[config.mk]
export PLATFORM = sky130hd
export DESIGN_NAME = lzssw_useq
export DESIGN_NICKNAME = d
export VERILOG_FILES = /design/src/rtl/lzssw_pkg.sv /design/src/rtl/lzssw_useq.sv
export SDC_FILE = /design/constraint.sdc
export NUM_CORES = 1
export LEC_CHECK = 0
export ABC_AREA = 1
export BUFFER_PORTS_ARGS = -buffer_cell sky130_fd_sc_hd__clkbuf_2
export CORE_AREA = 2 2 39 41
export DETAILED_ROUTE_END_ITERATION = 8
export DIE_AREA = 0 0 41 43
export PLACE_DENSITY_LB_ADDON = 0.2
export SYNTH_ARGS = -nofsm -noshare
export SYNTH_HDL_FRONTEND = slang
export SYNTH_SLANG_ARGS = --single-unit
[constraint.sdc]
create_clock -name clk -period 1.85 [get_ports clk]
set_input_delay 0.2775 -clock clk [delete_from_list [all_inputs] [get_ports clk]]
set_output_delay 0.2775 -clock clk [all_outputs]
set_load 0.02 [all_outputs]
[src/rtl/lzssw_pkg.sv]
package lzssw_pkg;

  localparam int COUNT_BITS_DEF = 24;
  localparam int LEN_BITS       = 24;
  localparam int WIN_BITS       = 12;
  localparam int FILL_BITS      = WIN_BITS + 1;
  localparam int REM_BITS       = 5;
  localparam int UPC_BITS       = 2;
  localparam int UCODE_DEPTH    = 1 << UPC_BITS;

  localparam logic [WIN_BITS-1:0] WIN_START = 12'd4078;
  localparam logic [7:0]          FILL_BYTE = 8'h20;

  typedef logic [UPC_BITS-1:0] upc_t;

  localparam upc_t ADDR_FETCH = 2'd0;
  localparam upc_t ADDR_LIT   = 2'd1;
  localparam upc_t ADDR_PRIME = 2'd2;
  localparam upc_t ADDR_COPY  = 2'd3;

  typedef enum logic [1:0] {
    OP_ACCEPT,
    OP_EMIT_LIT,
    OP_PRIME,
    OP_COPY
  } op_t;

  typedef enum logic [1:0] {
    SEQ_DISPATCH,
    SEQ_NEXT,
    SEQ_WAIT_OUT,
    SEQ_COPY
  } seq_t;

  typedef enum logic [2:0] {
    KIND_IGNORE,
    KIND_FLAG,
    KIND_LIT,
    KIND_LOW,
    KIND_HIGH
  } kind_t;

  typedef struct packed {
    op_t  op;
    seq_t seq;
    upc_t target;
  } uword_t;

  typedef struct packed {
    op_t op;
  } ctrl_t;

  typedef struct packed {
    logic  in_valid;
    logic  out_free;
    logic  last;
    kind_t kind;
  } status_t;

  // control store, one word per step
  localparam uword_t UCODE [UCODE_DEPTH] = '{
    '{op: OP_ACCEPT,   seq: SEQ_DISPATCH, target: ADDR_FETCH},
    '{op: OP_EMIT_LIT, seq: SEQ_WAIT_OUT, target: ADDR_FETCH},
    '{op: OP_PRIME,    seq: SEQ_NEXT,     target: ADDR_COPY},
    '{op: OP_COPY,     seq: SEQ_COPY,     target: ADDR_FETCH}
  };

  // mapping from decoded word kind to entry step
  function automatic upc_t dispatch(input kind_t kind);
    upc_t tgt;
    unique case (kind)
      KIND_LIT:  tgt = ADDR_LIT;
      KIND_HIGH: tgt = ADDR_PRIME;
      default:   tgt = ADDR_FETCH;
    endcase
    return tgt;
  endfunction

endpackage

[src/rtl/lzssw_useq.sv]
module lzssw_useq (
  input  logic              clk,
  input  logic              rst,
  input  lzssw_pkg::status_t status,
  output lzssw_pkg::ctrl_t   ctrl
);

  lzssw_pkg::upc_t   upc;
  lzssw_pkg::upc_t   upc_next;
  lzssw_pkg::uword_t uw;

  assign uw      = lzssw_pkg::UCODE[upc];
  assign ctrl.op = uw.op;

  always_comb begin
    upc_next = upc;
    unique case (uw.seq)
      lzssw_pkg::SEQ_DISPATCH: begin
        if (status.in_valid) upc_next = lzssw_pkg::dispatch(status.kind);
      end
      lzssw_pkg::SEQ_NEXT: begin
        upc_next = upc + lzssw_pkg::upc_t'(1);
      end
      lzssw_pkg::SEQ_WAIT_OUT: begin
        if (status.out_free) upc_next = uw.target;
      end
      lzssw_pkg::SEQ_COPY: begin
        if (status.out_free && status.last) upc_next = uw.target;
      end
      default: upc_next = lzssw_pkg::ADDR_FETCH;
    endcase
  end

  always_ff @(posedge clk) begin
    if (rst) begin
      upc <= lzssw_pkg::ADDR_FETCH;
    end else begin
      upc <= upc_next;
    end
  end

endmodule

==> results of run 1 <==
==> layout by cell type (no fill, tap or decap) <==
master    n
clkbuf_2  9
nand2_1   6
inv_1     5
clkbuf_4  3
nand2_2   2
a21oi_2   2
dfxtp_1   2
clkinv_1  1
o21ai_1   1
nor3_1    1
nand3b_1  1
==> cell usage after synthesis <==
| library cell | n | area share |
|---|---|---|
| nand3b_1 | 1 | 0.057 |
| clkinv_1 | 1 | 0.028 |
| inv_1 | 5 | 0.14 |
| nand2_1 | 6 | 0.17 |
| o21ai_1 | 1 | 0.038 |
| nor3_1 | 1 | 0.038 |
| dfxtp_1 | 2 | 0.30 |
| nand2_2 | 2 | 0.094 |
| a21oi_2 | 2 | 0.13 |
==> cells by family after synthesis <==
kind of cell | count (synthesis)
and+or+nand+nor | 10
AOI/OAI and AO/OA | 3
buffers and inverters | 6
DFF | 2
==> routing by layer <==
layer | up-vias | share of wire | GRT usage
met5 | - | 0 | 0
met4 | 0 | 0 | 0.0600
met3 | 0 | 0.16 | 0.0471
met2 | 10 | 0.35 | 0.0625
met1 | 58 | 0.48 | 0.0541
li1 | 87 | - | -
==> stage by stage <==
stage | area (µm²) | hold slack [ns] | total power (µW)
after floorplan | 133 | 0.463 | 65.8
after global placement | 198 | 0.504 | 78.3
final | 220 | 0.350 | 171
after detailed placement | 198 | 0.499 | 78.0
after CTS | 220 | 0.347 | 177
after global routing | 220 | 0.347 | 192
==> worst paths after layout <==
path,depth (start not counted),slack [ns],end,from
setup / recovery,1,0.79,ctrl[1],upc[1]
hold / removal,4,0.35,upc[0],rst
setup reg to reg,5,1.04,upc[1],upc[1]
hold reg to reg,2,0.50,upc[0],upc[0]
==> power by group through the flow <==
stage | registers (µW) | logic, µW | clock network [µW]
final | 48.2 | 29.1 | 93.4
after global routing | 48.4 | 33.7 | 110
after CTS | 48.2 | 29.5 | 98.8
after detailed placement | 48.8 | 29.2 | 0
after global placement | 48.9 | 29.4 | 0
after floorplan | 51.4 | 14.4 | 0
==> final cells by class <==
type	count	area (µm²)
tap	16	20.0
multi-input combinational	13	70.1
inverter	6	22.5
sequential	2	40.0
clock buffer	3	22.5
timing repair buffer	9	45.0
fill	159	1160
==> worst min-delay path, cell delays in order <==
cell	delay [ns]
clkbuf_2	0.08
inv_1	0.03
nand2_1	0.10
a21oi_2	0.04
==> flow_summary.toml, run 1 <==
[synth]
synth_compound_area_frac = 0.170
synth_top_family_by_area = "simple AND/OR/NAND/NOR gates"
synthMuxAreaShare = 0
yosys_warnings = 0
syn_area_per_cell_um2 = 6.32
synthXorXnorAreaFrac = 0
synth_cell_type_count = 9
ys_ff_latch = 2
syn-cell-area_um2 = 133
syn_inst = 21
synthAdderAreaFrac = 0
synth_simple_gate_area_frac = 0.358
seq_area_frac_synth = 0.302
synth_fp_nets = 29

[die]
row_count = 14
dieArea_um2 = 1760
start_util = 0.0958
io_pins = 10
die_y_um = 43
die_x_um = 41
core_area_um2 = 1380

[cts]
cts_root_buf = "clkbuf_4"
cts_setup_buffers = 0
clk_latency_ns = 0.22
clk_pin_slew_ns = 0.03
cts_tree = "built"
postCtsHoldBufs = 0
ctsLongestPathBuffers = 2
ctsResizeCount = 0
cts_sinks = 2
cts_buffers = 3
cts_max_level = 1

[placement]
dp_cells = 46
dp_slack_ns = 1.00
finalWeightedCongestion = 0.635
io_buffers = 9
hpwl_um = 279

[global_route]
grt_pass1_vias = 166
grt_pass1_wl_um = 593
grt_overflow = 0
grt_use_total = 0.0551
antenna_found_initial = 0
grt_max_degree = 5

[critical_path]
end_kind = "output pin"
setup.worst_path.class = "flip-flop to output pin"
worstPathRequired_ns = 1.57
critical-path-max-stage-delay_ns = 0.37
path_max_fanout = 4
crit_arrival_ns = 0.78
cp-start-kind = "flip-flop"
crit_chain = "clkbuf_2"
cp_slowest_cell = "dfxtp_1"
cp_num_buf_inv = 1
crit_family = "flip-flops"

[finish]
largest_register = "upc"
final_util = 0.159
drive_gt1_frac = 0.485
nets = 43
biggestRegsByFlops = "upc (2)"
syn2layout_area_growth_pct = 66.0
n_antenna_cell = 0
largest_reg_flops = 2
fin_cells = 49

[sta]
finClkSkew_ns = 0.00219
max-slew-margin-rel = 0.888
rsz0062_at_grt = "false"
setup_viol = 0
final-max-slew-violation-count = 0
finalSetupTns_ns = 0
hold_viol = 0
finalCriticalPeriod_ns = 1.06
max_freq_ghz = 0.946
fin_ws_ns = 0.792
max_slew.worst_pin.slew_ns = 0.166
period_share = 0.572

[run]
cap_viol_max_count = 0

[route]
wl_per_cell_um = 6.84
vias = 155
ant_nets = 0
via_per_inst = 3.16
dr.first_iter.drc_count = 4
drcViolationCount = 0
dr.pass1.iters = 2
drt-total-wl_um = 335

[outcome]
status = "finished, final reports clean"

[power]
peakVddDrop_mv = 0.107
clkPwrFrac = 0.547
cellPowerDensity_nw_per_um2 = 775
power_switching_uw = 40.1
seq_power_share = 0.282
power.internal_uw = 131
p_comb_frac = 0.171
power.leakage_uw = 0.000114
switching_share = 0.235

[hold_path]
hp-class = "primary input to flip-flop"
Note: power is estimated with default switching activity, not from simulation.
==> run 2, diff against run 1 <==
- clock period: 1.85 -> 0.9 ns (I/O delays scaled with it)
==> flow_summary.toml, run 2 (synthesis results as in run 1) <==
[cts]
cts_sinks = 2
ctsLongestPathBuffers = 2
clk_latency_ns = 0.22
cts_buffers = 3
clk_pin_slew_ns = 0.03
postCtsHoldBufs = 0
ctsResizeCount = 3
cts_root_buf = "clkbuf_4"
cts_setup_buffers = 0
cts_max_level = 1
cts_tree = "built"

[finish]
largest_register = "upc"
drive_gt1_frac = 0.545
n_fill_cell = 160
layout_common_cells = "clkbuf_2, nand2_1, inv_1"
register_area_um2 = 42.5
multi_input_area_um2 = 70.1
fin_cells = 49
final_common_cell = "clkbuf_2"
biggestRegsByFlops = "upc (2)"
largest_reg_flops = 2
nets = 43
syn2layout_area_growth_pct = 74.5
n_antenna_cell = 0

[route]
drcViolationCount = 0
wl_per_cell_um = 6.18
via_per_inst = 3.14
dr.pass1.iters = 3
dr.first_iter.drc_count = 1
drt-total-wl_um = 303
ant_nets = 0
vias = 154

[placement]
hpwl_um = 255
finalWeightedCongestion = 0.608
dp_cells = 46
io_buffers = 9

[run]
cap_viol_max_count = 0

[die]
core_area_um2 = 1380
row_count = 14
dieArea_um2 = 1760
io_pins = 10
die_x_um = 41
start_util = 0.0958
die_y_um = 43

[power]
cellPowerDensity_nw_per_um2 = 1560
peakVddDrop_mv = 0.294
power.leakage_uw = 0.000117

[critical_path]
end_kind = "output pin"
crit_arrival_ns = 0.71
path_max_fanout = 4
worstPathRequired_ns = 0.76
critical-path-max-stage-delay_ns = 0.34
crit_family = "flip-flops"
cp-start-kind = "flip-flop"
setup.worst_path.class = "flip-flop to output pin"
cp_slowest_cell = "dfxtp_2"
cp_num_buf_inv = 1
crit_chain = "clkbuf_8"

[global_route]
antenna_found_initial = 0
grt_pass1_vias = 141
grt_overflow = 0
grt_use_total = 0.0450
grt_max_degree = 5
grt_pass1_wl_um = 462

[hold_path]
hp-class = "primary input to flip-flop"

[sta]
finClkSkew_ns = 0.00250
finalCriticalPeriod_ns = 0.849
rsz0062_at_grt = "false"
max-slew-margin-rel = 0.879
finalSetupTns_ns = 0
max_freq_ghz = 1.18
final-max-slew-violation-count = 0
hold_viol = 0
period_share = 0.943
max_slew.worst_pin.slew_ns = 0.180
setup_viol = 0

[outcome]
status = "finished, final reports clean"
==> run 2: cell count changes in the layout (fill, tap and decap cells not counted) <==
cell / previous run / this run
clkbuf_2: 9 / 8
dfxtp_2: 0 / 2
dfxtp_1: 2 / 0
clkbuf_8: 0 / 1
==> run 2: layer usage <==
| layer | vias up | share of wire | track usage | routed length (µm) |
|---|---|---|---|---|
| met4 | 0 | 0.033 | 0.0800 | 10 |
| li1 | 87 | - | - | - |
| met1 | 54 | 0.50 | 0.0478 | 152 |
| met5 | - | 0 | 0 | 0 |
| met2 | 11 | 0.31 | 0.0469 | 94 |
| met3 | 2 | 0.15 | 0.0157 | 46 |
==> run 2: final cells by class <==
class | count | share of cell area
Timing Repair Buffer | 9 | 0.232
Multi-Input combinational cell | 13 | 0.303
Tap cell | 16 | 0.0865
Clock buffer | 3 | 0.0973
Sequential cell | 2 | 0.184
Inverter | 6 | 0.0973
==> run 2: final timing paths <==
check | start | endpoint | slack [ns] | depth (start not counted)
worst max register to register | upc[1] | upc[0] | 0.12 | 4
worst min-delay path | status[0] | upc[1] | 0.19 | 4
worst max-delay path | upc[1] | ctrl[1] | 0.05 | 1
worst min register to register | upc[0] | upc[0] | 0.48 | 2
==> run 2: metrics by stage <==
stage | util | total power [µW] | cell area [µm²] | setup WS (ns) | hold slack, ns
6_report | 0.167 | 361 | 231 | 0.0513 | 0.195
5_1_grt | 0.167 | 385 | 231 | 0.0134 | 0.220
4_1_cts | 0.167 | 371 | 231 | 0.0401 | 0.190
3_5_place_dp | 0.144 | 160 | 199 | 0.0954 | 0.435
3_3_place_gp | 0.144 | 161 | 199 | 0.0851 | 0.431
2_1_floorplan | - | 136 | 134 | 0.00633 | 0.321
==> run 2: report_power, final <==
group | switching [µW] | leakage, µW | total [µW] | internal [µW]
clock network | 51.3 | 0.0000138 | 198 | 147
registers | 4.26 | 0.0000172 | 100 | 95.7
logic | 32.2 | 0.0000858 | 62.4 | 30.2
==> run 2: worst register-to-register path, cell delays in order (launching register included) <==
cell	delay, ns
dfxtp_2	0.32
o21ai_1	0.16
nand2_2	0.07
nand2_1	0.07
a21oi_2	0.05
